**config.mk**
```make
export PLATFORM = sky130hd
export DESIGN_NAME = rotary_encoder_page_selector
export DESIGN_NICKNAME = d
export VERILOG_FILES = /design/src/rep_pkg.sv /design/src/rep_quad_step.sv /design/src/rep_button_gate.sv /design/src/rotary_encoder_page_selector.sv
export VERILOG_INCLUDE_DIRS = /design/src /design/src/src
export SDC_FILE = /design/constraint.sdc
export NUM_CORES = 1
export LEC_CHECK = 0
export BUFFER_PORTS_ARGS = -buffer_cell sky130_fd_sc_hd__buf_2
export CAP_MARGIN = 25
export CORE_ASPECT_RATIO = 0.75
export CORE_MARGIN = 4
export CORE_UTILIZATION = 60
export DETAILED_ROUTE_END_ITERATION = 10
export GPL_TIMING_DRIVEN = 0
export PLACE_DENSITY = 0.83
export SYNTH_ARGS = -nofsm -noshare
export SYNTH_HDL_FRONTEND = slang
export SYNTH_SLANG_ARGS = --single-unit
```
**constraint.sdc**
```tcl
create_clock -name clk -period 6.7 [get_ports clk]
set_input_delay 2.01 -clock clk [delete_from_list [all_inputs] [get_ports clk]]
set_output_delay 2.01 -clock clk [all_outputs]
set_load 0.01 [all_outputs]
```
**src/rotary_encoder_page_selector_defines.svh**
```systemverilog
// ----------------------------------------------------------------------------
// Rotary encoder page selector: assertion macros
// Concurrent check macros used by the RTL; empty under synthesis.
// ----------------------------------------------------------------------------
`ifndef ROTARY_ENCODER_PAGE_SELECTOR_DEFINES_SVH
`define ROTARY_ENCODER_PAGE_SELECTOR_DEFINES_SVH

`ifndef SYNTHESIS
// Check that holds at every clock edge outside reset
`define REP_ASSERT(label, expr, msg) \
  label: assert property (@(posedge clk) disable iff (rst) (expr)) else $error(msg);
// Check that a condition in one cycle implies another in the next
`define REP_ASSERT_NEXT(label, cond, expr, msg) \
  label: assert property (@(posedge clk) disable iff (rst) (cond) |=> (expr)) else $error(msg);
`else
`define REP_ASSERT(label, expr, msg)
`define REP_ASSERT_NEXT(label, cond, expr, msg)
`endif

`endif

```
**src/rep_pkg.sv**
```systemverilog
// ----------------------------------------------------------------------------
// Rotary encoder page selector package
// Item types, quadrature transition table and page wrap helpers.
// ----------------------------------------------------------------------------
package rep_pkg;

  // Default number of pages
  localparam int PAGE_COUNT_DEF = 4;

  // Button lockout after reset, in ms
  localparam logic [9:0] LOCKOUT_RST = 10'd180;

  // Accumulator threshold for one detent
  localparam logic signed [3:0] STEP_LIMIT = 4'sd4;

  // Poll item
  typedef struct packed {
    logic        phase_a;
    logic        phase_b;
    logic        back_button;
    logic        confirm_button;
    logic [31:0] time_ms;
  } rep_in_t;

  // Result item
  typedef struct packed {
    logic [7:0]         page_index;
    logic signed [31:0] position;
    logic [15:0]        back_count;
    logic [15:0]        confirm_count;
    logic               level_a;
    logic               level_b;
    logic               level_back;
    logic               level_confirm;
  } rep_out_t;

  // Detent step from the quadrature decoder
  typedef struct packed {
    logic up;
    logic down;
  } rep_step_t;

  // Button decision for one item
  typedef struct packed {
    logic sample;   // outside lockout, levels are taken
    logic back;     // accepted back press
    logic confirm;  // accepted confirm press
  } rep_press_t;

  // x4 transition table, index {prev_phase, phase}
  function automatic logic signed [3:0] step_delta(input logic [3:0] idx);
    logic signed [3:0] d;
    unique case (idx)
      4'h1, 4'h7, 4'h8, 4'hE: d = -4'sd1;
      4'h2, 4'h4, 4'hB, 4'hD: d = 4'sd1;
      default:                d = 4'sd0;
    endcase
    return d;
  endfunction

  // Step page up, wrapping to 0
  function automatic logic [7:0] page_up(input logic [7:0] page, input logic [8:0] count);
    logic [8:0] nxt;
    nxt = {1'b0, page} + 9'd1;
    return (nxt >= count) ? 8'd0 : nxt[7:0];
  endfunction

  // Step page down, wrapping to count-1; a page above count goes to 0
  function automatic logic [7:0] page_down(input logic [7:0] page, input logic [8:0] count);
    logic [8:0] dec;
    logic [8:0] last;
    dec  = {1'b0, page} - 9'd1;
    last = count - 9'd1;
    if (page == 8'd0) begin
      return last[7:0];
    end else if (dec >= count) begin
      return 8'd0;
    end
    return dec[7:0];
  endfunction

endpackage

```
**src/rep_quad_step.sv**
```systemverilog
// ----------------------------------------------------------------------------
// Quadrature step decoder
// Accumulates x4 transitions and flags a detent step at +4 or -4.
// ----------------------------------------------------------------------------
module rep_quad_step (
  input  logic [1:0]        phase,
  input  logic [1:0]        prev_phase,
  input  logic              phase_seen,
  input  logic signed [3:0] accum,
  output logic [1:0]        prev_phase_next,
  output logic signed [3:0] accum_next,
  output rep_pkg::rep_step_t step
);

  logic signed [3:0] sum;

  // Table lookup and add
  assign sum = accum + rep_pkg::step_delta({prev_phase, phase});

  // Phase tracking and detent detection
  always_comb begin
    prev_phase_next = prev_phase;
    accum_next      = accum;
    step            = '0;
    if (!phase_seen) begin
      prev_phase_next = phase;   // first sample only latches
    end else if (phase != prev_phase) begin
      prev_phase_next = phase;
      if (sum >= rep_pkg::STEP_LIMIT) begin
        step.up    = 1'b1;
        accum_next = '0;
      end else if (sum <= -rep_pkg::STEP_LIMIT) begin
        step.down  = 1'b1;
        accum_next = '0;
      end else begin
        accum_next = sum;
      end
    end
  end

endmodule

```
**src/rep_button_gate.sv**
```systemverilog
// ----------------------------------------------------------------------------
// Button lockout gate
// Samples the buttons once the lockout has expired; back wins over confirm.
// ----------------------------------------------------------------------------
module rep_button_gate (
  input  logic [31:0]        time_ms,
  input  logic [31:0]        last_press_time,
  input  logic [9:0]         lockout_ms,
  input  logic               back_button,
  input  logic               confirm_button,
  output rep_pkg::rep_press_t press
);

  logic [31:0] elapsed;

  // Wrapping time difference
  assign elapsed = time_ms - last_press_time;

  // Lockout test and press priority (buttons active low)
  always_comb begin
    press.sample  = (elapsed >= {22'd0, lockout_ms});
    press.back    = press.sample && !back_button;
    press.confirm = press.sample && back_button && !confirm_button;
  end

endmodule

```
**src/rotary_encoder_page_selector.sv**
```systemverilog
// ----------------------------------------------------------------------------
// Rotary encoder page selector
// Quadrature decoding, button lockout and page selection, one poll per cycle while the receiver does not stall.
// ----------------------------------------------------------------------------
// Usage:
//   Input channel (in_valid/in_stall/in_data) takes one poll item: encoder
//   A/B levels, active-low back and confirm buttons and a ms timestamp.
//   Output channel (out_valid/out_stall/out_data) gives one result per item:
//   page, signed position, press counters and the sampled levels.
//   Config: cfg_wr_en/cfg_wr_data write the button lockout time in ms; write
//   it only while no item is in flight.
//   A result passes an input register, then the decode/page logic into the
//   result register. Throughput is one
//   item per cycle, set by the state update in the result stage.
//   When the receiver stalls, the result register holds and the input
//   register takes one more item before in_stall rises.
//   Synchronous reset clears both stages and all state: page 0, position 0,
//   counters 0, levels all ones, lockout 180 ms, phase not yet seen. The
//   lockout also applies from time 0 after reset.
// ----------------------------------------------------------------------------
`include "rotary_encoder_page_selector_defines.svh"

module rotary_encoder_page_selector #(
  parameter int PAGE_COUNT = rep_pkg::PAGE_COUNT_DEF
) (
  input  logic             clk,
  input  logic             rst,
  input  logic             in_valid,
  output logic             in_stall,
  input  rep_pkg::rep_in_t in_data,
  output logic             out_valid,
  input  logic             out_stall,
  output rep_pkg::rep_out_t out_data,
  input  logic             cfg_wr_en,
  input  logic [9:0]       cfg_wr_data
);

  localparam logic [8:0] PageCnt = 9'(PAGE_COUNT);

  // Input stage
  logic             stage_valid;
  rep_pkg::rep_in_t stage_data;
  logic             advance;
  logic             fire;

  // Block state
  logic [9:0]         lockout_ms;
  logic [1:0]         prev_phase;
  logic               phase_seen;
  logic signed [3:0]  step_accum;
  logic [31:0]        last_press_time;
  logic [7:0]         page_reg;
  logic signed [31:0] position_reg;
  logic [15:0]        back_counter;
  logic [15:0]        confirm_counter;
  logic [1:0]         level_btn;

  // Next values
  logic [1:0]         prev_phase_next;
  logic signed [3:0]  step_accum_next;
  logic [7:0]         page_mid;
  logic [7:0]         page_reg_next;
  logic signed [31:0] position_reg_next;
  logic [15:0]        back_counter_next;
  logic [15:0]        confirm_counter_next;
  logic [31:0]        last_press_time_next;
  logic [1:0]         level_btn_next;

  rep_pkg::rep_step_t  step;
  rep_pkg::rep_press_t press;

  // Handshake: result register frees when empty or taken
  assign advance  = !out_valid || !out_stall;
  assign in_stall = stage_valid && !advance;
  assign fire     = stage_valid && advance;

  // Input register
  always_ff @(posedge clk) begin
    if (rst) begin
      stage_valid <= 1'b0;
    end else if (!in_stall) begin
      stage_valid <= in_valid;
    end
    if (!in_stall && in_valid) begin
      stage_data <= in_data;
    end
  end

  // Encoder decode
  rep_quad_step u_quad (
    .phase           ({stage_data.phase_a, stage_data.phase_b}),
    .prev_phase      (prev_phase),
    .phase_seen      (phase_seen),
    .accum           (step_accum),
    .prev_phase_next (prev_phase_next),
    .accum_next      (step_accum_next),
    .step            (step)
  );

  // Button lockout
  rep_button_gate u_btn (
    .time_ms         (stage_data.time_ms),
    .last_press_time (last_press_time),
    .lockout_ms      (lockout_ms),
    .back_button     (stage_data.back_button),
    .confirm_button  (stage_data.confirm_button),
    .press           (press)
  );

  // Page and counters: encoder step first, then button step
  always_comb begin
    page_mid             = page_reg;
    position_reg_next    = position_reg;
    back_counter_next    = back_counter;
    confirm_counter_next = confirm_counter;
    last_press_time_next = last_press_time;
    level_btn_next       = level_btn;
    if (step.up) begin
      page_mid          = rep_pkg::page_up(page_reg, PageCnt);
      position_reg_next = position_reg + 32'sd1;
    end else if (step.down) begin
      page_mid          = rep_pkg::page_down(page_reg, PageCnt);
      position_reg_next = position_reg - 32'sd1;
    end
    page_reg_next = page_mid;
    if (press.sample) begin
      level_btn_next = {stage_data.back_button, stage_data.confirm_button};
    end
    if (press.back) begin
      page_reg_next        = rep_pkg::page_down(page_mid, PageCnt);
      back_counter_next    = back_counter + 16'd1;
      last_press_time_next = stage_data.time_ms;
    end else if (press.confirm) begin
      page_reg_next        = rep_pkg::page_up(page_mid, PageCnt);
      confirm_counter_next = confirm_counter + 16'd1;
      last_press_time_next = stage_data.time_ms;
    end
  end

  // State and result register
  always_ff @(posedge clk) begin
    if (rst) begin
      lockout_ms      <= rep_pkg::LOCKOUT_RST;
      prev_phase      <= 2'b00;
      phase_seen      <= 1'b0;
      step_accum      <= '0;
      last_press_time <= '0;
      page_reg        <= '0;
      position_reg    <= '0;
      back_counter    <= '0;
      confirm_counter <= '0;
      level_btn       <= 2'b11;
      out_valid       <= 1'b0;
    end else begin
      if (cfg_wr_en) begin
        lockout_ms <= cfg_wr_data;
      end
      if (advance) begin
        out_valid <= stage_valid;
      end
      if (fire) begin
        prev_phase      <= prev_phase_next;
        phase_seen      <= 1'b1;
        step_accum      <= step_accum_next;
        last_press_time <= last_press_time_next;
        page_reg        <= page_reg_next;
        position_reg    <= position_reg_next;
        back_counter    <= back_counter_next;
        confirm_counter <= confirm_counter_next;
        level_btn       <= level_btn_next;
      end
    end
  end

  // Result payload
  always_ff @(posedge clk) begin
    if (fire) begin
      out_data.page_index    <= page_reg_next;
      out_data.position      <= position_reg_next;
      out_data.back_count    <= back_counter_next;
      out_data.confirm_count <= confirm_counter_next;
      out_data.level_a       <= stage_data.phase_a;
      out_data.level_b       <= stage_data.phase_b;
      out_data.level_back    <= level_btn_next[1];
      out_data.level_confirm <= level_btn_next[0];
    end
  end

  // Checks
  `REP_ASSERT(a_page_range, {1'b0, page_reg} < PageCnt, "page register out of range")
  `REP_ASSERT(a_accum_range, (step_accum < rep_pkg::STEP_LIMIT) && (step_accum > -rep_pkg::STEP_LIMIT), "step accumulator not cleared at a detent")
  `REP_ASSERT(a_one_press, !fire || !(press.back && press.confirm), "both buttons counted in one item")
  `REP_ASSERT_NEXT(a_fire_result, fire, out_valid, "processed item gave no result")
  `REP_ASSERT_NEXT(a_stage_hold, stage_valid && !advance, stage_valid, "input stage lost an item")

endmodule

```
==> results of run 1 <==
==> cell type report <==
type                       instances  share of cell area
multi-input combinational       1000               0.442
sequential                       237               0.392
timing repair buffer             130              0.0460
clock buffer                      33              0.0438
tap                              288              0.0241
buffer                            73              0.0218
inverter                          73              0.0183
clock inverter                    11              0.0115
==> per-layer routing <==
| layer | track usage | vias to the layer above | share of wire |
|---|---|---|---|
| met1 | 0.420 | 5222 | 0.47 |
| li1 | - | 5305 | - |
| met2 | 0.386 | 465 | 0.41 |
| met5 | 0 | - | 0.00096 |
| met4 | 0.0737 | 4 | 0.027 |
| met3 | 0.0466 | 62 | 0.090 |
==> metrics by stage <==
step | cells | setup TNS [ps] | power, mW
after floorplan | 1383 | 0 | 1.97
after global placement | 1798 | -35150 | 2.10
after detailed placement | 1801 | 0 | 2.12
after CTS | 1845 | 0 | 3.52
after global routing | 1845 | 0 | 3.65
final | 1845 | 0 | 3.51
==> cell families (layout without fill, tap and decap cells) <==
logic type / after synthesis / after routing
simple gates: 477 / 477
compound gates: 304 / 304
flops: 237 / 237
buf+inv: 146 / 320
xor+xnor: 107 / 107
fa+ha+maj: 60 / 60
mux: 52 / 52
==> worst max path at each step <==
stage / startpoint / end / slack (ps) / cells after the start
final: stage_data[0]$_DFFE_PP_ / out_data[68]$_DFFE_PP_ / 790 / 22
after global routing: stage_data[0]$_DFFE_PP_ / out_data[68]$_DFFE_PP_ / 330 / 22
after floorplan: out_stall / out_data[0]$_DFFE_PP_ / 1080 / 6
after detailed placement: stage_data[0]$_DFFE_PP_ / out_data[68]$_DFFE_PP_ / 870 / 22
after global placement: out_stall / out_data[72]$_DFFE_PP_ / -440 / 7
after CTS: stage_data[0]$_DFFE_PP_ / out_data[68]$_DFFE_PP_ / 840 / 22
==> where the power goes <==
| group | switching, mW | internal (mW) |
|---|---|---|
| registers | 0.0285 | 1.57 |
| logic | 0.314 | 0.181 |
| clock network | 0.571 | 0.841 |
| total | 0.913 | 2.60 |
==> cells in the final DEF (no fill, tap or decap), drive strengths merged, types with 23 or more instances in the layout <==
| master | n |
|---|---|
| clkbuf | 88 |
| nand4 | 24 |
| inv | 72 |
| nand3 | 44 |
| mux2i | 45 |
| edfxtp | 112 |
| and3 | 23 |
| ha | 58 |
| buf | 148 |
| nor3 | 31 |
| a21oi | 95 |
| or3 | 33 |
| dfxtp | 125 |
| nand2 | 116 |
| xor2 | 48 |
| nor2 | 127 |
| o21ai | 70 |
| xnor2 | 57 |
==> tightest hold or removal path: cells and delay by family, from the launching register on <==
kind / cells / cell delay [ps]
flip-flops: 1 / 320
AND/OR/NAND/NOR: 2 / 120
==> results.json, run 1 <==
{
  "gate_count_of_the_mapped_netlist": 1383,
  "worst_hold_launch": "level_btn[1]$_SDFFE_PP1P_",
  "achievable-frequency_ghz": 0.169,
  "place.port_buffers": 127,
  "drt_first_pass_iters": 6,
  "postSynthNetCount": 1494,
  "ir_drop_v": 0.000227,
  "timing.critical_path.buf_inv": 4,
  "timing.max_cap.violations": 0,
  "synth_compound_area_frac": 0.149,
  "crit_required_ps": 6980,
  "timing.critical_path.arrival_ps": 6190,
  "top_regs": "out_data: 76 flops, stage_data: 36 flops",
  "setup_slack_ps": 790,
  "cts.sinks": 237,
  "unrepaired_setup_endpoints_after_global_routing": "false",
  "kind_of_critical_path": "flip-flop to flip-flop",
  "cts_tree": "yes",
  "synth_top_cell_area_share": 0.257,
  "synthesis.yosys.warnings": 0,
  "final_max_slew_viol_count": 0,
  "dieArea_um2": 24200,
  "dr_total_vias": 11058,
  "cp_slowest_cell": "sky130_fd_sc_hd__or4_1",
  "gr-total-overflow": 0,
  "clock-skew-final_ps": 24.5,
  "clock_input_transition_at_the_sequential_cells_of_the_worst_setup_and_hold_paths_ps": 70,
  "worst_slew_pin_slew_ps": 899,
  "fin_hold_ws_ps": 471,
  "drt_iter0_markers": 1062,
  "synth_fa_ha_area_frac": 0.0586,
  "synth_seq_cells": 237,
  "pre_cts_slack_ps": 873,
  "detailedPlacementHpwl_um": 24400,
  "post-synth-top-count-cell": "sky130_fd_sc_hd__nor2_1",
  "post_synth_xor_area_fraction": 0.0740,
  "cell_count_of_the_worst_hold_path": 2,
  "hold_path.class": "flip-flop to flip-flop",
  "postSynth.topFlopCell": "sky130_fd_sc_hd__dfxtp_1",
  "drive_above_1_share": 0.132,
  "worstRegToRegCells": 22,
  "cts_max_level": 1,
  "antenna_violating_nets_post_route": 0,
  "ctsLongestPathBuffers": 3,
  "layout.cell_area.non_filler_um2": 14900,
  "regToRegSetupSlack_ps": 790,
  "worst_r2r_startpoint": "stage_data[0]$_DFFE_PP_",
  "die-width_um": 178,
  "endpoint_kind": "flip-flop",
  "cell_area_after_placement_um2": 14100,
  "routed_wire_length_per_instance_um": 18.1,
  "mappedNetlistArea_um2": 13100,
  "synth_top_cell_by_area": "sky130_fd_sc_hd__edfxtp_1",
  "period_minus_slack_ps": 5910,
  "critical_path.startpoint_type": "flip-flop",
  "critical_path.cell_chain": "inv_1, ha_1, inv_1, fa_1, a211oi_1, o21ai_1, a21o_1, a21oi_1, xnor2_1, ha_1, nand4_1, nor2_1, or4_1, a2111oi_0, nand4_1, nor4_1, and4_1, nand3_2, buf_4, buf_2, a32oi_1, o21ai_0",
  "cp_top_delay_family": "compound AO/OA/AOI/OAI gates",
  "initial_utilization": 0.613,
  "synth-simple-area-share": 0.182,
  "worst_hold_path.endpoint": "level_btn[1]$_SDFFE_PP1P_",
  "viasPerCell": 5.99,
  "asyncSetResetFlopFracSynth": 0,
  "synth_area_leaders": "sky130_fd_sc_hd__edfxtp_1, sky130_fd_sc_hd__dfxtp_1, sky130_fd_sc_hd__ha_1",
  "grt_start_max_net_pins": 62,
  "design.core.area_um2": 21300,
  "synth.top_cells.by_count": "sky130_fd_sc_hd__nor2_1, sky130_fd_sc_hd__dfxtp_1, sky130_fd_sc_hd__nand2_1",
  "floorplan.die.height_um": 136,
  "slowest_delay_ps": 520,
  "postCtsResizedCells": 0,
  "clockRootBuffer": "sky130_fd_sc_hd__clkbuf_16",
  "crit_fanout": 10,
  "status": "finished clean",
  "ioPinCount": 129,
  "global_route_wire_length_before_repair_um": 52600,
  "row_count": 46,
  "post_synth_mux_area_share": 0.0414,
  "synthesis.area_per_instance_um2": 9.44,
  "largest_register_ff_count": 76,
  "slew_headroom": 0.401,
  "synth_top_family_by_area": "simple AND/OR/NAND/NOR gates",
  "numCtsBuffers": 24,
  "post-route-drc-count": 0,
  "grt_pass1_vias": 10223,
  "area.sequential_um2": 5870,
  "final_hold_viol_count": 0,
  "period_share": 0.882,
  "seq_area_frac_synth": 0.449,
  "max_flop_register": "out_data",
  "routabilityCongestion": 0.959,
  "grt_antenna_before_repair": 2,
  "synth_enable_flop_cells": 112,
  "route.final.wire_length_um": 33300,
  "num-fill-cells": 1659,
  "hold_buffers": 0,
  "insertion_delay_ps": 540,
  "syn_to_final_growth_pct": 14.4,
  "reg2reg_to": "out_data[68]$_DFFE_PP_",
  "global_route.usage.total": 0.270,
  "leakagePower_nw": 5.98,
  "postCtsSetupRepairBufs": 0,
  "setup_viol_count_final": 0,
  "cellPowerDensity_nw_per_um2": 235,
  "finalCoreUtilization": 0.702,
  "post_synth_num_cell_types": 80,
  "antenna-diode-count": 0,
  "nNetsFinal": 1650,
  "multi_input_gate_area_um2": 6610
}
(Power assumes the default switching activity.)
==> run 2: changes to the inputs <==
--- a/config.mk
+++ b/config.mk
@@ -13,7 +13,7 @@
 export CORE_UTILIZATION = 60
 export DETAILED_ROUTE_END_ITERATION = 10
 export GPL_TIMING_DRIVEN = 0
-export PLACE_DENSITY = 0.83
+export PLACE_DENSITY = 0.81
 export SYNTH_ARGS = -nofsm -noshare
 export SYNTH_HDL_FRONTEND = slang
 export SYNTH_SLANG_ARGS = --single-unit
==> results.json, run 2 (synthesis gave the netlist of run 1 again) <==
{
  "status": "finished clean",
  "achievable-frequency_ghz": 0.171,
  "ir_drop_v": 0.000163,
  "num-fill-cells": 1651,
  "most_common_cell_after_layout_fill_and_taps_aside": "sky130_fd_sc_hd__buf_2",
  "drt_first_pass_iters": 5,
  "slew_headroom": 0.452,
  "timing.critical_path.arrival_ps": 6110,
  "postCtsSetupRepairBufs": 0,
  "period_minus_slack_ps": 5840,
  "initial_utilization": 0.613,
  "final_hold_viol_count": 0,
  "worst_slew_pin_slew_ps": 822,
  "clock-skew-final_ps": 11.7,
  "grt_antenna_before_repair": 1,
  "kind_of_critical_path": "flip-flop to flip-flop",
  "gr-total-overflow": 0,
  "largest_register_ff_count": 76,
  "numCtsBuffers": 24,
  "drive_above_1_share": 0.132,
  "clock_input_transition_at_the_sequential_cells_of_the_worst_setup_and_hold_paths_ps": 70,
  "top_regs": "out_data: 76 flops, stage_data: 36 flops",
  "viasPerCell": 6.01,
  "syn_to_final_growth_pct": 14.1,
  "insertion_delay_ps": 530,
  "row_count": 46,
  "nNetsFinal": 1650,
  "endpoint_kind": "flip-flop",
  "leakagePower_nw": 5.96,
  "placedCellCount": 1801,
  "ctsLongestPathBuffers": 3,
  "unrepaired_setup_endpoints_after_global_routing": "false",
  "route.final.wire_length_um": 32400,
  "final_max_slew_viol_count": 0,
  "dieArea_um2": 24200,
  "hold_buffers": 0,
  "max_flop_register": "out_data",
  "crit_required_ps": 6970,
  "post-route-drc-count": 0,
  "critical_path.cell_chain": "inv_1, ha_1, inv_1, fa_1, a211oi_1, o21ai_1, a21o_1, a21oi_1, xnor2_1, ha_1, nand4_1, nor2_1, or4_1, a2111oi_0, nand4_1, nor4_1, and4_1, nand3_2, buf_4, buf_2, a32oi_1, o21ai_0",
  "routabilityCongestion": 0.993,
  "antenna_violating_nets_post_route": 0,
  "setup_slack_ps": 856,
  "cp_slowest_cell": "sky130_fd_sc_hd__or4_1",
  "postCtsResizedCells": 0,
  "floorplan.die.height_um": 136,
  "ioPinCount": 129,
  "pre_cts_slack_ps": 934,
  "detailedPlacementHpwl_um": 24000,
  "grt_pass1_vias": 10153,
  "grt_start_max_net_pins": 60,
  "drt_iter0_markers": 1239,
  "cellPowerDensity_nw_per_um2": 229,
  "place.port_buffers": 127,
  "cts_tree": "yes",
  "dr_total_vias": 11092,
  "critical_path.startpoint_type": "flip-flop",
  "global_route.usage.total": 0.262,
  "final-instance-count-excl-fill": 1845,
  "global_route_wire_length_before_repair_um": 51400,
  "antenna-diode-count": 0,
  "cts_max_level": 1,
  "design.core.area_um2": 21300,
  "die-width_um": 178,
  "setup-tns-final_ps": 0,
  "setup_viol_count_final": 0,
  "cts.sinks": 237,
  "timing.max_cap.violations": 0,
  "period_share": 0.872,
  "hold_path.class": "flip-flop to flip-flop",
  "mostFrequentLayoutCells": "sky130_fd_sc_hd__buf_2, sky130_fd_sc_hd__nor2_1, sky130_fd_sc_hd__dfxtp_1",
  "slowest_delay_ps": 550,
  "clockRootBuffer": "sky130_fd_sc_hd__clkbuf_16",
  "routed_wire_length_per_instance_um": 17.6,
  "crit_fanout": 10
}
==> run 2: cell count changes in the layout (fill, tap and decap cells not counted), sizes merged <==
cell	delta
bufinv	-3
clkbuf	+3
clkinv	-2
inv	+2
buf	-1
clkdlybuf4s18	+1
==> run 2: critical path: cells and delay by family (launching register included) <==
kind / cells / cell delay (ps)
flip-flops: 1 / 390
buffers and inverters: 4 / 610
XOR/XNOR: 1 / 140
AO/OA/AOI/OAI: 7 / 1820
adder cells (fa/ha/maj): 3 / 860
AND/OR/NAND/NOR: 7 / 1770
==> run 2: per-layer routing <==
metal  GRT usage  vias up  wire length [um]  share of wire
met1       0.410     5258             15300           0.47
met2       0.370      483             13300           0.41
met3      0.0583       48              3090          0.095
met4      0.0567        2               638          0.020
li1            -     5301                 -              -
met5           0        -                 7        0.00022
==> run 2: final timing paths <==
check / start / endpoint / slack, ps / depth (start not counted)
max reg2reg: stage_data[0]$_DFFE_PP_ / out_data[68]$_DFFE_PP_ / 860 / 22
min reg2reg: step_accum[0]$_SDFFE_PP0P_ / step_accum[0]$_SDFFE_PP0P_ / 460 / 2
max: stage_data[0]$_DFFE_PP_ / out_data[68]$_DFFE_PP_ / 860 / 22
min: step_accum[0]$_SDFFE_PP0P_ / step_accum[0]$_SDFFE_PP0P_ / 460 / 2
==> run 2: cell type report <==
type,count,area [um^2],area share
clock buffers,36,696,0.0467
multi-input cells,1000,6610,0.443
inverters,73,274,0.0184
clock inverters,8,85.1,0.00571
plain buffers,73,327,0.0219
well taps,288,360,0.0242
flip-flops and latches,237,5870,0.393
repair buffers,130,693,0.0465
==> run 2: per-stage QoR <==
step                      power (mW)  utilization  cell area (um^2)  hold WS, ps
after floorplan                 1.97            -             13100          433
after global placement          2.10        0.660             14100          442
after detailed placement        2.11        0.663             14100          452
after CTS                       3.43        0.700             14900          461
after global routing            3.56        0.700             14900          480
final                           3.42        0.700             14900          463
==> run 2: report_power, final <==
group	switching, mW	total (mW)	leakage [nW]	internal [mW]
clock network	0.564	1.32	0.382	0.761
registers	0.0277	1.60	2.07	1.57
logic	0.309	0.490	3.51	0.182
total	0.900	3.42	5.96	2.52
==> run 3: changes to the inputs <==
--- a/config.mk
+++ b/config.mk
@@ -13,6 +13,7 @@
 export CORE_UTILIZATION = 60
 export DETAILED_ROUTE_END_ITERATION = 10
 export GPL_TIMING_DRIVEN = 0
+export MAX_ROUTING_LAYER = met4
 export PLACE_DENSITY = 0.81
 export SYNTH_ARGS = -nofsm -noshare
 export SYNTH_HDL_FRONTEND = slang
==> results.json, run 3 (synthesis gave the netlist of run 1 again) <==
{
  "dr_total_vias": 10957,
  "ctsLongestPathBuffers": 3,
  "antenna_violating_nets_post_route": 0,
  "reg2reg_to": "out_data[68]$_DFFE_PP_",
  "timing.critical_path.buf_inv": 4,
  "achievable-frequency_ghz": 0.170,
  "worst_slew_pin_slew_ps": 843,
  "place.port_buffers": 127,
  "cts_max_level": 1,
  "cts_tree": "yes",
  "postCtsResizedCells": 0,
  "kind_of_critical_path": "flip-flop to flip-flop",
  "ioPinCount": 129,
  "nNetsFinal": 1650,
  "unrepaired_setup_endpoints_after_global_routing": "false",
  "p_total_mw": 3.45,
  "drt_iter0_markers": 1038,
  "clock_input_transition_at_the_sequential_cells_of_the_worst_setup_and_hold_paths_ps": 60,
  "cts.sinks": 237,
  "slowest_delay_ps": 540,
  "drive_above_1_share": 0.132,
  "slew_headroom": 0.438,
  "most_common_cell_after_layout_fill_and_taps_aside": "sky130_fd_sc_hd__buf_2",
  "gr-total-overflow": 0,
  "viasPerCell": 5.94,
  "setup-tns-final_ps": 0,
  "largest_register_ff_count": 76,
  "cp_slowest_cell": "sky130_fd_sc_hd__or4_1",
  "grt_start_max_net_pins": 52,
  "insertion_delay_ps": 520,
  "critical_path_depth": 22,
  "post-route-drc-count": 0,
  "syn_to_final_growth_pct": 14.2,
  "route.final.wire_length_um": 33000,
  "ir_drop_v": 0.000200,
  "endpoint_kind": "flip-flop",
  "die-width_um": 178,
  "critical_path.startpoint_type": "flip-flop",
  "final_hold_viol_count": 0,
  "routed_wire_length_per_instance_um": 17.9,
  "final_max_slew_viol_count": 0,
  "cell_area_after_placement_um2": 14100,
  "detailedPlacementHpwl_um": 24400,
  "clock-skew-final_ps": 16.3,
  "period_share": 0.876,
  "cp-endpoint": "out_data[68]$_DFFE_PP_",
  "leakagePower_nw": 5.97,
  "placedCellCount": 1801,
  "status": "finished clean",
  "crit_fanout": 10,
  "final-instance-count-excl-fill": 1846,
  "numCtsBuffers": 24,
  "setup_viol_count_final": 0,
  "critical_path.cell_chain": "inv_1, ha_1, inv_1, fa_1, a211oi_1, o21ai_1, a21o_1, a21oi_1, xnor2_1, ha_1, nand4_1, nor2_1, or4_1, a2111oi_0, nand4_1, nor4_1, and4_1, nand3_2, buf_4, buf_2, a32oi_1, o21ai_0",
  "floorplan.die.height_um": 136,
  "layout.cell_area.non_filler_um2": 14900,
  "regToRegSetupSlack_ps": 830,
  "top_regs": "out_data: 76 flops, stage_data: 36 flops",
  "global_route_wire_length_before_repair_um": 52000,
  "num-fill-cells": 1659,
  "max_flop_register": "out_data",
  "hold_buffers": 0,
  "postCtsSetupRepairBufs": 0,
  "grt_antenna_before_repair": 1,
  "timing.max_cap.violations": 0,
  "worst_r2r_startpoint": "stage_data[0]$_DFFE_PP_",
  "hold_path.class": "flip-flop to flip-flop",
  "row_count": 46,
  "cp_top_delay_family": "simple AND/OR/NAND/NOR gates",
  "worstRegToRegCells": 22,
  "dieArea_um2": 24200,
  "clockRootBuffer": "sky130_fd_sc_hd__clkbuf_16",
  "cellPowerDensity_nw_per_um2": 231,
  "grt_pass1_vias": 9857,
  "drt_first_pass_iters": 7,
  "initial_utilization": 0.613,
  "fin_hold_ws_ps": 465,
  "design.core.area_um2": 21300,
  "mostFrequentLayoutCells": "sky130_fd_sc_hd__buf_2, sky130_fd_sc_hd__nor2_1, sky130_fd_sc_hd__dfxtp_1",
  "global_route.usage.total": 0.274,
  "period_minus_slack_ps": 5870,
  "worst_setup_path_startpoint": "stage_data[0]$_DFFE_PP_",
  "crit_required_ps": 6950,
  "routabilityCongestion": 0.983,
  "timing.critical_path.arrival_ps": 6110
}
run 3: how the worst min path moves through the flow:
stage	cells after the start	slack, ps	start	to
finish	2	470	level_btn[1]$_SDFFE_PP1P_	level_btn[1]$_SDFFE_PP1P_
global route	2	480	step_accum[0]$_SDFFE_PP0P_	step_accum[0]$_SDFFE_PP0P_
CTS	2	470	step_accum[0]$_SDFFE_PP0P_	step_accum[0]$_SDFFE_PP0P_
detailed placement	2	450	level_btn[1]$_SDFFE_PP1P_	level_btn[1]$_SDFFE_PP1P_
global placement	2	440	level_btn[1]$_SDFFE_PP1P_	level_btn[1]$_SDFFE_PP1P_
floorplan	2	430	level_btn[1]$_SDFFE_PP1P_	level_btn[1]$_SDFFE_PP1P_
run 3: where the power goes:
group          leakage [nW]  internal, mW  switching, mW
Sequential             2.07          1.57         0.0279
Combinational          3.51         0.182          0.313
Clock                 0.384         0.788          0.563
Total                  5.97          2.54          0.903
run 3: layer usage:
layer,vias up,wire length (um),GRT usage
li1,5323,-,-
met1,5144,16300,0.428
met2,448,13600,0.374
met3,42,2650,0.0511
met4,0,460,0.0477
met5,-,0,-
run 3: worst min-delay path: cells and delay by family, from the launching register on:
kind          cells  cell delay [ps]
flops             1              320
simple gates      2              120
run 3: layout make-up:
cell class	count	area [um^2]	area share
tap	288	360	0.0242
timing repair buffer	130	688	0.0461
buffer	73	327	0.0219
multi-input combinational	1000	6610	0.443
clock buffer	35	683	0.0458
inverter	73	274	0.0184
antenna	1	2.50	0.000168
clock inverter	9	105	0.00705
sequential	237	5870	0.393
run 3: per-stage QoR:
| stage | util | worst slack [ps] |
|---|---|---|
| 5_1_grt | 0.700 | 487 |
| 3_5_place_dp | 0.663 | 954 |
| 3_3_place_gp | 0.660 | -518 |
| 6_report | 0.700 | 834 |
| 2_1_floorplan | - | 1080 |
| 4_1_cts | 0.700 | 898 |
